File: config.mk
export PLATFORM = sky130hd
export DESIGN_NAME = line_rasterizer_top
export DESIGN_NICKNAME = d
export VERILOG_FILES = /design/src/hw/rtl/lr_pkg.sv /design/src/hw/rtl/line_rasterizer_top.sv
export VERILOG_INCLUDE_DIRS = /design/src /design/src/hw/rtl
export SDC_FILE = /design/constraint.sdc
export NUM_CORES = 1
export LEC_CHECK = 0
export BUFFER_PORTS_ARGS = -buffer_cell sky130_fd_sc_hd__buf_2
export CORE_MARGIN = 4
export CORE_UTILIZATION = 60
export DETAILED_ROUTE_END_ITERATION = 6
export PLACE_DENSITY = 0.89
export SYNTH_ARGS = -nofsm -noshare
export SYNTH_HDL_FRONTEND = slang
export SYNTH_SLANG_ARGS = --single-unit
File: constraint.sdc
create_clock -name i_clk -period 9.4 [get_ports i_clk]
set_input_delay 0 -clock i_clk [delete_from_list [all_inputs] [get_ports i_clk]]
set_output_delay 0 -clock i_clk [all_outputs]
set_load 0.005 [all_outputs]
File: src/hw/rtl/line_rasterizer_top_assert.svh
// Assertion macros for the RTL of the line rasteriser.
`ifndef LINE_RASTERIZER_TOP_ASSERT_SVH
`define LINE_RASTERIZER_TOP_ASSERT_SVH

// The consequent must hold in the same cycle as the antecedent.
`define LR_ASSERT_SAME(label, clk, rst_n, ante, cons, msg) \
    label: assert property (@(posedge clk) disable iff (!(rst_n)) (ante) |-> (cons)) \
        else $error(msg);

// The consequent must hold in the cycle after the antecedent.
`define LR_ASSERT_NEXT(label, clk, rst_n, ante, cons, msg) \
    label: assert property (@(posedge clk) disable iff (!(rst_n)) (ante) |=> (cons)) \
        else $error(msg);

`endif

File: src/hw/rtl/lr_pkg.sv
`timescale 1ns / 1ps
`default_nettype none

package lr_pkg;

    localparam int PIX_W = 6;
    localparam int COL_W = 8;

    typedef logic [PIX_W-1:0] t_pix;
    typedef logic [COL_W-1:0] t_col;

    typedef struct packed {
        logic steep;
        logic major_dec;
        logic minor_dec;
    } t_mode;

endpackage

`default_nettype wire

File: src/hw/rtl/line_rasterizer_top.sv
// Channel   | Handshake                    | Beat contents
// ----------+------------------------------+---------------------------------------------
// command   | i_in_valid / o_in_ready      | start and end points, line colour
// pixel     | o_out_valid / i_out_ready    | pixel position, colour, last-pixel flag
//
// A command is taken while the sequencer is idle, then the error-term adder
// produces one pixel per cycle while the sink does not stall, so a line of
// major length L gives L + 1 pixels. A stall on the pixel channel holds the
// sequencer for as long as it lasts. Reset is synchronous and active low; it
// empties the pixel register and returns the sequencer to idle.
`timescale 1ns / 1ps
`default_nettype none

`include "line_rasterizer_top_assert.svh"

module line_rasterizer_top
    import lr_pkg::*;
#(
    parameter int COORD_BITS = 6
) (
    input  wire logic i_clk,
    input  wire logic i_rst_n,
    input  wire logic i_in_valid,
    output logic      o_in_ready,
    input  wire t_pix i_start_x,
    input  wire t_pix i_start_y,
    input  wire t_pix i_end_x,
    input  wire t_pix i_end_y,
    input  wire t_col i_colour_red,
    input  wire t_col i_colour_green,
    input  wire t_col i_colour_blue,
    output logic      o_out_valid,
    input  wire logic i_out_ready,
    output t_pix      o_pixel_x,
    output t_pix      o_pixel_y,
    output t_col      o_pixel_red,
    output t_col      o_pixel_green,
    output t_col      o_pixel_blue,
    output logic      o_last_pixel
);

    localparam int C = COORD_BITS;
    localparam int E = C + 1;

    localparam logic S_IDLE = 1'b0;
    localparam logic S_RUN  = 1'b1;

    logic           r_state, n_state;
    logic [C-1:0]   r_major, n_major;
    logic [C-1:0]   r_minor, n_minor;
    logic [E-1:0]   r_err, n_err;
    logic [E-1:0]   r_two_len, n_two_len;
    logic [E-1:0]   r_two_dn, n_two_dn;
    logic [E-1:0]   r_steps, n_steps;
    t_mode          r_mode, n_mode;
    t_col           r_red, r_green, r_blue;
    logic           r_out_valid, n_out_valid;
    t_pix           r_px, r_py;
    logic           r_last;
    t_col           r_ored, r_ogreen, r_oblue;

    logic [C-1:0]   x1, y1, x2, y2;
    logic [C-1:0]   arun, arise;
    logic           steep;
    logic [C-1:0]   len, adn;
    logic           accept, advance, last_now;
    logic [E:0]     sum;
    logic [E:0]     sub;
    t_pix           cur_x, cur_y;

    assign x1 = i_start_x[C-1:0];
    assign y1 = i_start_y[C-1:0];
    assign x2 = i_end_x[C-1:0];
    assign y2 = i_end_y[C-1:0];
    assign arun  = (x2 >= x1) ? (x2 - x1) : (x1 - x2);
    assign arise = (y2 >= y1) ? (y2 - y1) : (y1 - y2);
    assign steep = (x1 == x2) || (arise > arun);
    assign len   = steep ? arise : arun;
    assign adn   = steep ? arun : arise;

    assign o_in_ready = (r_state == S_IDLE);
    assign accept     = i_in_valid && o_in_ready;
    assign advance    = (r_state == S_RUN) && (!r_out_valid || i_out_ready);
    assign last_now   = (r_steps == '0);

    // The error-term adder: it adds the minor step when the minor axis rises and
    // adds twice the length less the step when it falls, with the wrap value chosen by the compare.
    assign sum = {1'b0, r_err} + (r_mode.minor_dec
                 ? ({1'b0, r_two_len} - {1'b0, r_two_dn})
                 : {1'b0, r_two_dn});
    assign sub = sum - {1'b0, r_two_len};

    assign cur_x = r_mode.steep ? t_pix'(r_minor) : t_pix'(r_major);
    assign cur_y = r_mode.steep ? t_pix'(r_major) : t_pix'(r_minor);

    always_comb begin
        n_state     = r_state;
        n_major     = r_major;
        n_minor     = r_minor;
        n_err       = r_err;
        n_two_len   = r_two_len;
        n_two_dn    = r_two_dn;
        n_steps     = r_steps;
        n_mode      = r_mode;
        n_out_valid = r_out_valid;
        if (r_out_valid && i_out_ready) begin
            n_out_valid = 1'b0;
        end
        if (accept) begin
            n_state         = S_RUN;
            n_major         = steep ? y1 : x1;
            n_minor         = steep ? x1 : y1;
            n_err           = {1'b0, len};
            n_two_len       = {len, 1'b0};
            n_two_dn        = {adn, 1'b0};
            n_steps         = {1'b0, len};
            n_mode.steep    = steep;
            n_mode.major_dec = steep ? (y2 < y1) : (x2 < x1);
            n_mode.minor_dec = steep ? (x2 < x1) : (y2 < y1);
        end else if (advance) begin
            n_out_valid = 1'b1;
            if (last_now) begin
                n_state = S_IDLE;
            end else begin
                n_steps = r_steps - 1'b1;
                n_major = r_mode.major_dec ? (r_major - 1'b1) : (r_major + 1'b1);
                if (r_mode.minor_dec) begin
                    if (r_err >= r_two_dn) begin
                        n_err = r_err - r_two_dn;
                    end else begin
                        n_err   = sum[E-1:0];
                        n_minor = r_minor - 1'b1;
                    end
                end else begin
                    if (sum >= {1'b0, r_two_len}) begin
                        n_err   = sub[E-1:0];
                        n_minor = r_minor + 1'b1;
                    end else begin
                        n_err = sum[E-1:0];
                    end
                end
            end
        end
    end

    always_ff @(posedge i_clk) begin
        if (!i_rst_n) begin
            r_state     <= S_IDLE;
            r_out_valid <= 1'b0;
            r_steps     <= '0;
            r_mode      <= '0;
        end else begin
            r_state     <= n_state;
            r_out_valid <= n_out_valid;
            r_steps     <= n_steps;
            r_mode      <= n_mode;
        end
    end

    always_ff @(posedge i_clk) begin
        r_major   <= n_major;
        r_minor   <= n_minor;
        r_err     <= n_err;
        r_two_len <= n_two_len;
        r_two_dn  <= n_two_dn;
        if (accept) begin
            r_red   <= i_colour_red;
            r_green <= i_colour_green;
            r_blue  <= i_colour_blue;
        end
        if (advance) begin
            r_px     <= cur_x;
            r_py     <= cur_y;
            r_last   <= last_now;
            r_ored   <= r_red;
            r_ogreen <= r_green;
            r_oblue  <= r_blue;
        end
    end

    assign o_out_valid   = r_out_valid;
    assign o_pixel_x     = r_px;
    assign o_pixel_y     = r_py;
    assign o_pixel_red   = r_ored;
    assign o_pixel_green = r_ogreen;
    assign o_pixel_blue  = r_oblue;
    assign o_last_pixel  = r_last;

    `LR_ASSERT_SAME(a_err_bound, i_clk, i_rst_n, (r_state == S_RUN) && (r_two_len != '0), r_err < r_two_len, "error term out of range")
    `LR_ASSERT_NEXT(a_last_ends, i_clk, i_rst_n, advance && last_now, (r_state == S_IDLE) && o_out_valid && o_last_pixel, "last pixel did not end the line")
    `LR_ASSERT_NEXT(a_count_down, i_clk, i_rst_n, advance && !last_now, (r_steps == $past(r_steps) - 1'b1) && !o_last_pixel, "pixel count did not step")

endmodule

`default_nettype wire

After elaboration in Yosys (flattened, before gate mapping)
Index checks and enable logic that the tools add are counted.
Storage, ports and cells
  register bits after elaboration: 104
  bits of input ports: 52
  word-level logic and storage cells: 99
Operators by class
  $add $sub $neg: 13
  order comparisons: 7
  equal/unequal tests: 3
  multiplexer cells: 36
  bitwise gates (word level): 3
  reduce and logical (&&, ||, !) cells: 15
Operator list (count)
  $mux W6: 24
  $sub A6 B6 Y6: 4
  $mux W7: 3
  $sub A7 B7 Y7: 2
  $add A6 B1 Y6 const B: 2
  $ge A6 B6 Y1: 2
  $lt A6 B6 Y1: 2
  $sub A6 B1 Y6 const B: 2
  $add A7 B8 Y8: 1
  $ge A8 B7 Y1: 1
  $mux W1: 8
  $mux W8: 1
  $sub A7 B7 Y8: 1
  $ge A7 B7 Y1: 1
  $logic_not A7 Y1: 1
  $sub A7 B1 Y7 const B: 1
  $eq A6 B6 Y1: 1
  $gt A6 B6 Y1: 1
  $reduce_and A2 Y1: 3
  $reduce_and A4 Y1: 1
  $reduce_bool A2 Y1: 2
  $logic_and A1 B1 Y1: 3
  $ne A3 B3 Y1 const B: 1
  $not A1 Y1: 3
  other kinds (5): 6

Depth between registers and ports, before layout
Gate-level depths: netlist of run 1.
  word-level depth: 9
  depth in mapped cells: 23
  gate-level depth less buffers: 23

Worst setup path before layout of run 1
Ideal clock, no wire load.
  kind: register to register
  start: register r_two_dn[2]
  end: register r_minor[0], enable pin
  library setup time: 0.377 ns
  data arrival time: 3.904 ns
  required time: 9.023 ns
  setup slack: 5.119 ns
  stages on the path, launching flop included: 22
  path buffers: 0
  clock period less this slack: 4.281 ns
  cell sequence: edfxtp_1 -> inv_1 -> ha_1 -> nor2b_1 -> o21ai_0 -> nand2b_1 -> xor2_1 -> nand2_1 -> o21ai_0 -> ha_1 -> nand2_1 -> nor2_1 -> a211o_1 -> a21oi_1 -> xor2_1 -> inv_1 -> ha_1 -> and4b_1 -> a41oi_1 -> nand3b_1 -> mux2i_1 -> o21ai_0
On the way
  cells in the longest elaborated chain, start to end: 6
  elaborated cells on any way between the ends: 8
Ends and longest elaborated chain
  start, declared: RTL line line_rasterizer_top.sv:53  | logic [E-1:0] r_two_dn, n_two_dn;
  start signal, assigned: RTL line line_rasterizer_top.sv:165  | r_two_dn <= n_two_dn;
  $sub A7 B7 Y8: RTL line line_rasterizer_top.sv:89  | ? ({1'b0, r_two_len} - {1'b0, r_two_dn})
  $mux W8: RTL line line_rasterizer_top.sv:89
  $add A7 B8 Y8: RTL line line_rasterizer_top.sv:88  | assign sum = {1'b0, r_err} + (r_mode.minor_dec
  $ge A8 B7 Y1: RTL line line_rasterizer_top.sv:135  | if (sum >= {1'b0, r_two_len}) begin
  $reduce_bool A3 Y1 (no source line)
  $reduce_and A4 Y1 (no source line) (*)
  end signal, assigned: RTL line line_rasterizer_top.sv:162  | r_minor <= n_minor;
  end, declared: RTL line line_rasterizer_top.sv:50  | logic [C-1:0] r_minor, n_minor;
Mark *: on every way between the ends. The rest lies on a longest branch, timed or not.
A chain may end at the register's enable or synchronous reset.

Worst setup path after layout of run 1
  start: register r_two_dn[2]
  end: register r_minor[3], enable pin
The elaborated chain is that of the path after synthesis.

==> results.sh, run 1 <==
export IMPL_worst_setup_path_type="reg2reg"
export IMPL_crit_path_end="r_minor[3]$_DFFE_PP_"
export IMPL_grt_pass1_wl_um=27300
export IMPL_syn_area_um2=6560
export IMPL_syn_nets=738
export IMPL_fin_nets=852
export IMPL_rsz0062_at_grt="false"
export IMPL_gr_usage_met2_pct=49.1
export IMPL_peakVddDrop_v=0.000166
export IMPL_ant_nets=0
export IMPL_n_antenna_cell=0
export IMPL_grt_total_usage_pct=27.4
export IMPL_r2r_worst_path_cells=21
export IMPL_drc=0
export IMPL_synth_cell_type_count=66
export IMPL_startpoint_type="flip-flop"
export IMPL_met3_usage_pct=4.58
export IMPL_rr_startpoint="r_two_dn[2]$_DFFE_PP_"
export IMPL_cts_tree="done"
export IMPL_cap_viol_max_count=0
export IMPL_viasPerCell=6.14
export IMPL_die_w_um=113
export IMPL_cts_max_level=3
export IMPL_finalSetupTns_ns=0
export IMPL_ys_seq_elements=104
export IMPL_gr_total_overflow=0
export IMPL_cts_root_buf="clkbuf_8"
export IMPL_place_congestion=0.952
export IMPL_dp_hpwl_um=12500
export IMPL_endpoint_kind="flip-flop"
export IMPL_grt_max_degree=68
export IMPL_fin_crit_sh_pct=53.8
export IMPL_cp_buffers_inverters=2
export IMPL_synth_edf_count=91
export IMPL_finalWorstSetupSlack_ns=4.35
export IMPL_worst_ep_arrival_time_ns=5.06
export IMPL_mostFrequentLayoutCells="91 x edfxtp_1, 90 x buf_2, 68 x inv_1"
export IMPL_use_met1_pct=32.1
export IMPL_cts_buffers=9
export IMPL_core_um2=10500
export IMPL_cpLargestDelayFamily="compound AO/OA/AOI/OAI gates"
export IMPL_hp_class="in2reg"
export IMPL_setup_worst_path_start="r_two_dn[2]$_DFFE_PP_"
export IMPL_r2r_slack_ns=4.35
export IMPL_port_buffers=90
export IMPL_rows=37
export IMPL_antenna_found_initial=0
export IMPL_status="completed"
export IMPL_setup_viol=0
export IMPL_wl_um=17300
export IMPL_maxSlewViolCount=0
export IMPL_path_clk_slew_ns=0.12
export IMPL_skew_ns=0.0228
export IMPL_initial_core_util_pct=62.5
export IMPL_area_growth_synth_to_final_pct=15.4
export IMPL_path_cells="inv_1 -> ha_1 -> nor2b_1 -> o21ai_0 -> nand2b_1 -> xor2_1 -> nand2_1 -> o21ai_0 -> ha_1 -> nand2_1 -> nor2_1 -> a211o_1 -> a21oi_1 -> xor2_1 -> inv_1 -> ha_1 -> and4b_1 -> a41oi_1 -> nand3b_1 -> mux2i_1 -> o21ai_0"
export IMPL_ys_seq_area_share_pct=45.6
export IMPL_slowest_stage="o21ai_0"
export IMPL_die_area_um2=12700
export IMPL_ys_async_sr_fraction_pct=0
export IMPL_grt_pass1_vias=5299
export IMPL_dp_slack_ns=4.45
export IMPL_clock_insertion_delay_worst_skew_ns=0.39
export IMPL_dr_total_vias=5331
export IMPL_mostFrequentLayoutCell="edfxtp_1"
export IMPL_max_stage_delay_ns=0.72
export IMPL_fillers=718
export IMPL_timing_hold_violations_final=0
export IMPL_clock_fmax_mhz=198
export IMPL_cp_depth=21
export IMPL_power_density_nw_per_um2=322
export IMPL_slew_headroom_pct=33.3
export IMPL_firstDrtPassIters=5
export IMPL_grt_busiest_layer="met2"
export IMPL_drive_above_1_share_pct=17.6
export IMPL_p_leak_nw=3.34
export IMPL_route_detailed_wl_per_inst_um=20.0
export IMPL_cts_sinks=104
export IMPL_fin_crit_ns=5.05
export IMPL_synth_cells=613
export IMPL_worstMarginPinSlew_ns=0.995
export IMPL_avgSynthCellArea_um2=10.7
export IMPL_ys_flop_type="edfxtp_1"
export IMPL_yosysWarnings=0
export IMPL_r2r_end="r_minor[3]$_DFFE_PP_"
export IMPL_ctsLongestPathBuffers=2
export IMPL_die_y_um=113
export IMPL_io_pins=91
export IMPL_crit_fanout=6
export IMPL_required_ns=9.41
export IMPL_min_from="i_start_x[4]"
export IMPL_drtIter0Drc=566
[state kept, by name, indices dropped and copies added (netlist names), 6 cells and up]
signal	cells
o_pixel_x	6
r_steps	7
o_pixel_red	8
r_blue	8
o_pixel_y	6
r_two_dn	6
r_minor	6
o_pixel_blue	8
o_pixel_green	8
r_two_len	6
r_red	8
r_major	6
r_green	8
r_err	7
[layer usage]
layer | vias to the layer above | routed length [µm]
met3 | 58 | 1420
met4 | 0 | 765
li1 | 2428 | -
met5 | - | 0
met1 | 2524 | 6380
met2 | 321 | 8770
[area by class of cell]
class                   instances  area [µm²]  area share [%]
repair buffers                118         726            9.58
well taps                     136         170            2.25
clock buffers                   9         124            1.64
inverters                      72         270            3.57
multi-input cells             422        3230            42.6
flip-flops and latches        104        2990            39.5
clock inverters                 7        65.1           0.859
[metrics by stage]
stage	hold slack [ns]	area, µm²	total power [W]	instances	util [%]
after floorplan	0.0989	6560	0.00174	613	-
after global placement	0.177	7130	0.00204	826	67.8
after detailed placement	0.178	7130	0.00209	826	67.8
after CTS	0.0396	7570	0.00239	868	72.1
after global routing	0.0305	7570	0.00259	868	72.1
final	0.0277	7570	0.00244	868	72.1
[report_power, final]
| part | total (W) | internal, W | switching [W] |
|---|---|---|---|
| sequential | 0.000751 | 0.000667 | 0.0000848 |
| combinational | 0.00141 | 0.000580 | 0.000832 |
| clock | 0.000277 | 0.000102 | 0.000175 |
| total | 0.00244 | 0.00135 | 0.00109 |
[tightest hold or removal path: stages]
cell      delay, ns
buf_2          0.11
a211oi_1       0.08
a21oi_1        0.11
[timing repair]
item                                   CTS  global route
hold buffers                            26             0
setup buffers                            0             0
endpoints found under the hold margin   27             0
gates resized for setup                  0             0
[cells by family after synthesis]
group / Yosys count / share of synthesized area, %
AO/OA/AOI/OAI: 154 / 15.2
AND/OR/NAND/NOR: 137 / 10.4
flip-flops: 104 / 45.6
buffers and inverters: 87 / 5.26
adder cells (fa/ha/maj): 73 / 15.1
XOR/XNOR: 32 / 4.38
multiplexers: 26 / 4.12
[how the worst min path moves through the flow]
stage / to / slack (ns) / cells after the start
2_1_floorplan: r_blue[0]$_DFFE_PP_ / 0.1 / 0
4_1_cts: r_major[3]$_DFFE_PP_ / 0.04 / 3
3_3_place_gp: r_blue[1]$_DFFE_PP_ / 0.18 / 1
5_1_grt: r_major[4]$_DFFE_PP_ / 0.03 / 3
3_5_place_dp: r_green[2]$_DFFE_PP_ / 0.18 / 1
6_report: r_major[4]$_DFFE_PP_ / 0.03 / 3
[synthesized netlist by cell type, types with 2 or more instances]
cell / number / area share, %
o21bai_1: 2 / 0.23
nand4_1: 6 / 0.57
xor2_1: 17 / 2.3
o211ai_1: 6 / 0.69
inv_2: 3 / 0.17
nand2_1: 48 / 2.7
o221ai_1: 3 / 0.40
a211o_1: 2 / 0.27
a41oi_1: 2 / 0.27
nor2_1: 28 / 1.6
o21ai_1: 5 / 0.38
mux2i_1: 18 / 2.7
inv_1: 68 / 3.9
a221o_1: 2 / 0.31
nor3_1: 6 / 0.46
a311oi_1: 2 / 0.27
mux2_2: 8 / 1.4
and2_1: 6 / 0.57
dfxtp_1: 13 / 4.0
a21boi_0: 2 / 0.23
o21a_1: 5 / 0.57
buf_4: 2 / 0.23
a31oi_1: 3 / 0.29
o22ai_1: 2 / 0.19
xnor2_1: 14 / 1.9
nand3_1: 4 / 0.31
o21ai_0: 26 / 2.0
a22oi_1: 2 / 0.23
nand3b_1: 5 / 0.57
edfxtp_1: 91 / 42
ha_1: 63 / 12
a211oi_1: 8 / 0.92
nand2b_1: 12 / 1.1
fa_1: 10 / 3.0
a21oi_1: 53 / 4.0
clkbuf_1: 9 / 0.51
a21o_1: 15 / 1.7
or3_1: 5 / 0.48
nor2b_1: 8 / 0.76
buf_2: 3 / 0.23
Power figures use the tool's default switching activity.
==> run 2: changes to the inputs <==
--- a/config.mk
+++ b/config.mk
@@ -6,11 +6,12 @@
 export SDC_FILE = /design/constraint.sdc
 export NUM_CORES = 1
 export LEC_CHECK = 0
+export ABC_AREA = 1
 export BUFFER_PORTS_ARGS = -buffer_cell sky130_fd_sc_hd__buf_2
 export CORE_MARGIN = 4
-export CORE_UTILIZATION = 60
+export CORE_UTILIZATION = 59
 export DETAILED_ROUTE_END_ITERATION = 6
-export PLACE_DENSITY = 0.89
+export PLACE_DENSITY = 0.87
 export SYNTH_ARGS = -nofsm -noshare
 export SYNTH_HDL_FRONTEND = slang
 export SYNTH_SLANG_ARGS = --single-unit
==> constraint.sdc (replaced) <==
create_clock -name i_clk -period 5.2 [get_ports i_clk]
set_input_delay 0 -clock i_clk [delete_from_list [all_inputs] [get_ports i_clk]]
set_output_delay 0 -clock i_clk [all_outputs]
set_load 0.005 [all_outputs]
==> run 2 against run 1 <==
Net effect: routed wire length shrank 1.2%; synthesized area grew 8.4%; clock power grew to 2.6 times the previous value; sequential cell count is the same; register-to-register slack lost 3.0 ns; total power grew 92%; global-route usage shrank 2.3 points; critical endpoint is now r_minor[0]$_DFFE_PP_; largest power group unchanged.
==> results.sh, run 2 <==
export IMPL_status="completed"
export IMPL_place_congestion=1.01
export IMPL_firstDrtPassIters=5
export IMPL_grt_pass1_vias=5738
export IMPL_grt_max_degree=40
export IMPL_swShare_pct=44.7
export IMPL_clock_fmax_mhz=261
export IMPL_ys_flop_type="edfxtp_1"
export IMPL_synth_cells=817
export IMPL_required_ns=5.25
export IMPL_synth_top_cell_area_share_pct=38.4
export IMPL_ys_seq_area_share_pct=42.1
export IMPL_fin_crit_ns=3.84
export IMPL_ys_async_sr_fraction_pct=0
export IMPL_port_buffers=90
export IMPL_io_pins=91
export IMPL_final_cells=1081
export IMPL_n_antenna_cell=0
export IMPL_core_um2=11600
export IMPL_mostFrequentLayoutCell="nand2_1"
export IMPL_placed_cells=1038
export IMPL_timing_hold_violations_final=0
export IMPL_drc=0
export IMPL_regArea_um2=2990
export IMPL_cts_max_level=3
export IMPL_min_from="i_start_y[4]"
export IMPL_mostFrequentLayoutCells="191 x nand2_1, 135 x inv_1, 91 x edfxtp_1"
export IMPL_maxSlewViolCount=0
export IMPL_r2r_worst_path_cells=22
export IMPL_cap_viol_max_count=0
export IMPL_synth_edf_count=91
export IMPL_antenna_found_initial=0
export IMPL_route_detailed_wl_per_inst_um=15.8
export IMPL_fin_nets=1058
export IMPL_synth_cell_type_count=45
export IMPL_gr_total_overflow=0
export IMPL_grt_busiest_layer="met2"
export IMPL_initial_core_util_pct=61.2
export IMPL_p_clk_share_pct=15.2
export IMPL_ys_top_cells_by_area="edfxtp_1 38%, ha_1 11%, nand2_1 10%"
export IMPL_rsz0062_at_grt="false"
export IMPL_ant_nets=0
export IMPL_grt_pass1_wl_um=28000
export IMPL_p_int_w=0.00259
export IMPL_total_power_w=0.00468
export IMPL_postCtsSetupRepairBufs=0
export IMPL_slew_headroom_pct=63.1
export IMPL_area_growth_synth_to_final_pct=16.1
export IMPL_pwr_share_comb_pct=55.8
export IMPL_use_met1_pct=31.1
export IMPL_endpoint_kind="flip-flop"
export IMPL_worst_setup_path_type="reg2reg"
export IMPL_cts_root_buf="clkbuf_16"
export IMPL_power_density_nw_per_um2=567
export IMPL_worstMarginPinSlew_ns=0.553
export IMPL_rows=39
export IMPL_r2r_end="r_minor[0]$_DFFE_PP_"
export IMPL_cts_sinks=104
export IMPL_rr_startpoint="r_two_dn[1]$_DFFE_PP_"
export IMPL_cts_repair_resized=0
export IMPL_worst_ep_arrival_time_ns=3.88
export IMPL_p_leak_nw=3.97
export IMPL_setup_viol=0
export IMPL_ys_seq_elements=104
export IMPL_cts_tree="done"
export IMPL_met3_usage_pct=4.52
export IMPL_synth_common_cells="191 x nand2_1, 135 x inv_1, 91 x edfxtp_1"
export IMPL_hold_depth=3
export IMPL_avgSynthCellArea_um2=8.71
export IMPL_hp_class="in2reg"
export IMPL_die_w_um=118
export IMPL_clock_insertion_delay_worst_skew_ns=0.35
export IMPL_cts_buffers=9
export IMPL_ctsLongestPathBuffers=2
export IMPL_fillers=885
export IMPL_yosysWarnings=0
export IMPL_drtIter0Drc=360
export IMPL_dp_hpwl_um=12700
export IMPL_crit_fanout=6
export IMPL_yosysMostFrequentCell="nand2_1"
export IMPL_skew_ns=0.00670
export IMPL_dr_total_vias=5933
export IMPL_peakVddDrop_v=0.000401
export IMPL_r2r_slack_ns=1.36
export IMPL_finalSetupTns_ns=0
export IMPL_startpoint_type="flip-flop"
export IMPL_grt_total_usage_pct=25.1
export IMPL_fin_crit_sh_pct=73.8
export IMPL_viasPerCell=5.49
export IMPL_drive_above_1_share_pct=18.1
export IMPL_syn_nets=942
export IMPL_gr_usage_met2_pct=43.8
export IMPL_multi_input_area_um2=3480
export IMPL_die_y_um=118
export IMPL_synth_area_leader_cell="edfxtp_1"
export IMPL_syn_area_um2=7110
export IMPL_die_area_um2=13900
export IMPL_path_clk_slew_ns=0.07
export IMPL_p_switching_w=0.00209
export IMPL_sequentialPowerShare_pct=29.0
export IMPL_wl_um=17100
export IMPL_min_to="r_minor[4]$_DFFE_PP_"
-- run 2: changes by cell type in the layout (fill, tap and decap cells not counted), sizes merged, moves of 15 or more --
cell | before | now
a21o | 15 | 0
inv | 74 | 147
mux2i | 18 | 0
nand2 | 48 | 212
nand3 | 4 | 48
o21ai | 31 | 60
-- run 2: layout make-up --
type	instances	share of cell area, %
clock buffer	9	2.73
clock inverter	7	1.15
inverter	144	6.65
multi-input combinational	555	42.1
sequential	104	36.2
tap	143	2.17
timing repair buffer	119	8.91
-- run 2: power groups by stage --
stage	combinational, W	clock (W)	sequential (W)
floorplan	0.00199	0	0.00133
global placement	0.00249	0	0.00136
detailed placement	0.00254	0	0.00137
CTS	0.00259	0.000720	0.00135
global route	0.00295	0.000753	0.00138
finish	0.00261	0.000709	0.00136
-- run 2: worst max path at each step --
stage                                 from                    to  cells after the start
finish               r_two_dn[1]$_DFFE_PP_  r_minor[0]$_DFFE_PP_                     22
global route        r_two_len[1]$_DFFE_PP_  r_minor[4]$_DFFE_PP_                     23
CTS                  r_two_dn[1]$_DFFE_PP_  r_minor[0]$_DFFE_PP_                     20
detailed placement  r_two_len[1]$_DFFE_PP_    r_err[5]$_DFFE_PP_                     18
global placement     r_two_dn[1]$_DFFE_PP_  r_minor[4]$_DFFE_PP_                     22
floorplan            r_two_dn[1]$_DFFE_PP_  r_minor[0]$_DFFE_PP_                     22
-- run 2: layer usage --
| metal | part of all wire, % | vias to the layer above | wire [µm] |
|---|---|---|---|
| met1 | 41 | 2728 | 6980 |
| li1 | - | 2928 | - |
| met4 | 2.6 | 0 | 448 |
| met5 | 0 | - | 0 |
| met2 | 49 | 242 | 8380 |
| met3 | 7.7 | 35 | 1310 |
-- run 2: cells by family after synthesis --
family	after synthesis	share of synthesized area, %
compound gates	120	9.71
xor+xnor	23	2.83
fa+ha+maj	73	13.9
simple gates	339	22.5
buf+inv	158	9.01
flops	104	42.1
-- run 2: timing repair --
| item | in CTS | in global routing |
|---|---|---|
| hold buffers | 27 | 0 |
| setup endpoints to repair | 0 | 0 |
| hold endpoints to repair | 26 | 0 |
-- run 2: worst max-delay path, cell delays in order, from the launching register on --
cell	delay, ns
edfxtp_1	0.43
ha_1	0.24
fa_1	0.36
inv_1	0.08
nand2_1	0.08
nand2_1	0.09
nand2_1	0.06
xor2_1	0.14
o21ai_0	0.16
ha_1	0.30
nand2_1	0.09
inv_1	0.05
nand3_1	0.09
nand3_1	0.07
nand2_1	0.06
nand2_1	0.08
ha_1	0.38
nand3_1	0.09
o21bai_1	0.23
a21oi_4	0.08
nand4_2	0.08
nand3_1	0.09
inv_1	0.21
-- run 2: per-stage QoR --
step | utilization (%) | setup WS [ns] | area, µm² | hold WS [ns]
CTS | 71.1 | 1.34 | 8260 | 0.0217
floorplan | - | 1.71 | 7110 | 0.0989
global route | 71.1 | 0.979 | 8260 | 0.0424
finish | 71.1 | 1.36 | 8260 | 0.0208
detailed placement | 66.0 | 1.37 | 7670 | 0.178
global placement | 66.0 | 1.42 | 7670 | 0.177
==> run 3: changes to the inputs <==
--- a/config.mk
+++ b/config.mk
@@ -9,9 +9,9 @@
 export ABC_AREA = 1
 export BUFFER_PORTS_ARGS = -buffer_cell sky130_fd_sc_hd__buf_2
 export CORE_MARGIN = 4
-export CORE_UTILIZATION = 59
+export CORE_UTILIZATION = 53
 export DETAILED_ROUTE_END_ITERATION = 6
-export PLACE_DENSITY = 0.87
+export PLACE_DENSITY = 0.83
 export SYNTH_ARGS = -nofsm -noshare
 export SYNTH_HDL_FRONTEND = slang
 export SYNTH_SLANG_ARGS = --single-unit
==> constraint.sdc (replaced) <==
create_clock -name i_clk -period 3.25 [get_ports i_clk]
set_input_delay 0 -clock i_clk [delete_from_list [all_inputs] [get_ports i_clk]]
set_output_delay 0 -clock i_clk [all_outputs]
set_load 0.005 [all_outputs]
==> run 3 against run 2 <==
Net effect: the run now ends with negative setup slack left; critical path depth is the same; sequential cell count is the same; final area up 7.1%; non-clock buffer count increased by 47; total power up 90%.
==> results.sh, run 3 (synthesized netlist as in run 2, its figures left out) <==
export IMPL_viasPerCell=5.24
export IMPL_drc=0
export IMPL_finalHoldWorstSlack_ns=0.0332
export IMPL_die_area_um2=15300
export IMPL_die_w_um=124
export IMPL_dp_hpwl_um=13400
export IMPL_io_pins=91
export IMPL_core_um2=13200
export IMPL_cts_sinks=104
export IMPL_dr_total_vias=6084
export IMPL_required_ns=3.35
export IMPL_ant_nets=0
export IMPL_mostFrequentLayoutCells="183 x nand2_1, 131 x inv_1, 91 x edfxtp_1"
export IMPL_fin_crit_sh_pct=111
export IMPL_fin_crit_ns=3.60
export IMPL_cap_viol_max_count=0
export IMPL_p_int_w=0.00503
export IMPL_rows=42
export IMPL_die_y_um=124
export IMPL_grt_total_usage_pct=23.1
export IMPL_p_leak_nw=4.21
export IMPL_placed_cells=1104
export IMPL_clock_fmax_mhz=278
export IMPL_crit_top_cell="nand2_2"
export IMPL_worst_setup_path_type="reg2reg"
export IMPL_finalWorstSetupSlack_ns=-0.351
export IMPL_clock_insertion_delay_worst_skew_ns=0.35
export IMPL_endpoint_kind="flip-flop"
export IMPL_area_growth_synth_to_final_pct=24.4
export IMPL_multi_input_area_um2=3700
export IMPL_mostFrequentLayoutCell="nand2_1"
export IMPL_final_cells=1161
export IMPL_fillers=1023
export IMPL_place_congestion=0.998
export IMPL_failed_checks="negative setup slack"
export IMPL_grt_max_degree=39
export IMPL_drtIter0Drc=454
export IMPL_slowest_stage="edfxtp_1"
export IMPL_drive_above_1_share_pct=26.1
export IMPL_p_switching_w=0.00386
export IMPL_cts_buffers=9
export IMPL_cts_max_level=3
export IMPL_path_cells="ha_4 -> fa_2 -> inv_2 -> nand2_2 -> nand2_2 -> o22ai_2 -> ha_1 -> buf_4 -> nand2_1 -> nor2_2 -> nor2_2 -> xnor2_2 -> ha_4 -> nand2_2 -> nor2_1 -> nand2_1 -> nand3_2 -> a21oi_4 -> buf_4 -> nand4_1 -> nand3_1 -> nand3b_1"
export IMPL_dpl_cell_area_um2=8020
export IMPL_cts_root_buf="clkbuf_16"
export IMPL_port_buffers=90
export IMPL_worst_ep_arrival_time_ns=3.70
export IMPL_route_detailed_wl_per_inst_um=14.8
export IMPL_power_density_nw_per_um2=1010
export IMPL_swShare_pct=43.4
export IMPL_antenna_found_initial=0
export IMPL_skew_ns=0.0110
export IMPL_fin_nets=1105
export IMPL_initial_core_util_pct=53.9
export IMPL_design_area_um2=8850
export IMPL_total_power_w=0.00890
export IMPL_r2r_slack_ns=-0.35
export IMPL_ctsLongestPathBuffers=2
export IMPL_setup_viol=12
export IMPL_wl_um=17200
export IMPL_cts_tree="done"
export IMPL_maxSlewViolCount=0
export IMPL_slew_headroom_pct=58.5
export IMPL_path_clk_slew_ns=0.07
export IMPL_regArea_um2=2990
export IMPL_hp_class="in2reg"
export IMPL_sequentialPowerShare_pct=24.4
export IMPL_gr_total_overflow=0
export IMPL_grt_pass1_wl_um=27700
export IMPL_firstDrtPassIters=5
export IMPL_worstMarginPinSlew_ns=0.622
export IMPL_max_stage_delay_ns=0.44
export IMPL_status="finished with violations"
export IMPL_n_antenna_cell=0
export IMPL_grt_pass1_vias=5906
export IMPL_timing_hold_violations_final=0
export IMPL_crit_fanout=4
export IMPL_startpoint_type="flip-flop"
export IMPL_rsz0062_at_grt="true"
export IMPL_peakVddDrop_v=0.000538
export IMPL_p_clk_share_pct=11.6
export IMPL_pwr_share_comb_pct=64.0
==> run 3: cell count changes in the layout (fill, tap and decap cells not counted), sizes merged <==
cell	before	now
clkinv	3	2
inv	147	146
clkinvlp	0	2
clkbuf	9	10
buf	92	139
bufinv	1	0
==> run 3: cell type report <==
class                   count  share of cell area [%]
multi-input cells         555                    41.8
repair buffers            166                    12.3
clock inverters             6                   0.679
flip-flops and latches    104                    33.8
inverters                 144                    6.24
well taps                 176                    2.49
clock buffers              10                    2.59
==> run 3: path summary, 6_finish.rpt <==
kind,start,to,cells past startpoint
worst max-delay path,r_two_dn[1]$_DFFE_PP_,r_err[2]$_DFFE_PP_,22
worst min-delay path,i_start_x[4],r_major[4]$_DFFE_PP_,3
worst max register to register,r_two_dn[1]$_DFFE_PP_,r_err[2]$_DFFE_PP_,22
worst min register to register,r_red[6]$_DFFE_PP_,o_pixel_red[6]$_DFFE_PP_,0
==> run 3: metrics by stage <==
step	setup WS, ns	setup TNS (ns)	utilization, %
floorplan	-0.0412	-0.359	-
global placement	-0.203	-2.15	60.8
global route	-0.524	-5.98	67.1
finish	-0.351	-3.84	67.1
detailed placement	-0.352	-3.75	60.8
CTS	-0.211	-2.23	66.1
==> run 3: routing by layer <==
| layer | GRT usage (%) | vias up | wire length [µm] |
|---|---|---|---|
| li1 | - | 3016 | - |
| met1 | 29.0 | 2791 | 7240 |
| met2 | 40.6 | 235 | 8220 |
| met3 | 2.95 | 42 | 1210 |
| met4 | 8.86 | 0 | 544 |
| met5 | 0 | - | 0 |
==> run 3: power by group through the flow <==
| stage | Clock (W) | Combinational [W] | Sequential (W) |
|---|---|---|---|
| 5_1_grt | 0.00110 | 0.00632 | 0.00220 |
| 2_1_floorplan | 0 | 0.00337 | 0.00212 |
| 6_report | 0.00103 | 0.00570 | 0.00217 |
| 4_1_cts | 0.00105 | 0.00527 | 0.00215 |
| 3_3_place_gp | 0 | 0.00465 | 0.00217 |
| 3_5_place_dp | 0 | 0.00477 | 0.00219 |
==> run 3: critical path, delay by kind of cell (launching register included) <==
family	cells	cell delay, ns
adder cells (fa/ha/maj)	4	1.12
XOR/XNOR	1	0.18
buffers and inverters	3	0.35
AO/OA/AOI/OAI	2	0.30
flip-flops	1	0.44
AND/OR/NAND/NOR	12	0.96
==> run 3: repair_timing <==
item                                    in CTS  in global routing
setup buffers                                7                  7
hold buffers                                27                  0
hold endpoints to repair                    26                  0
gates resized for setup                     20                 13
pin swaps                                   23                 18
endpoints found under the setup margin      12                 12
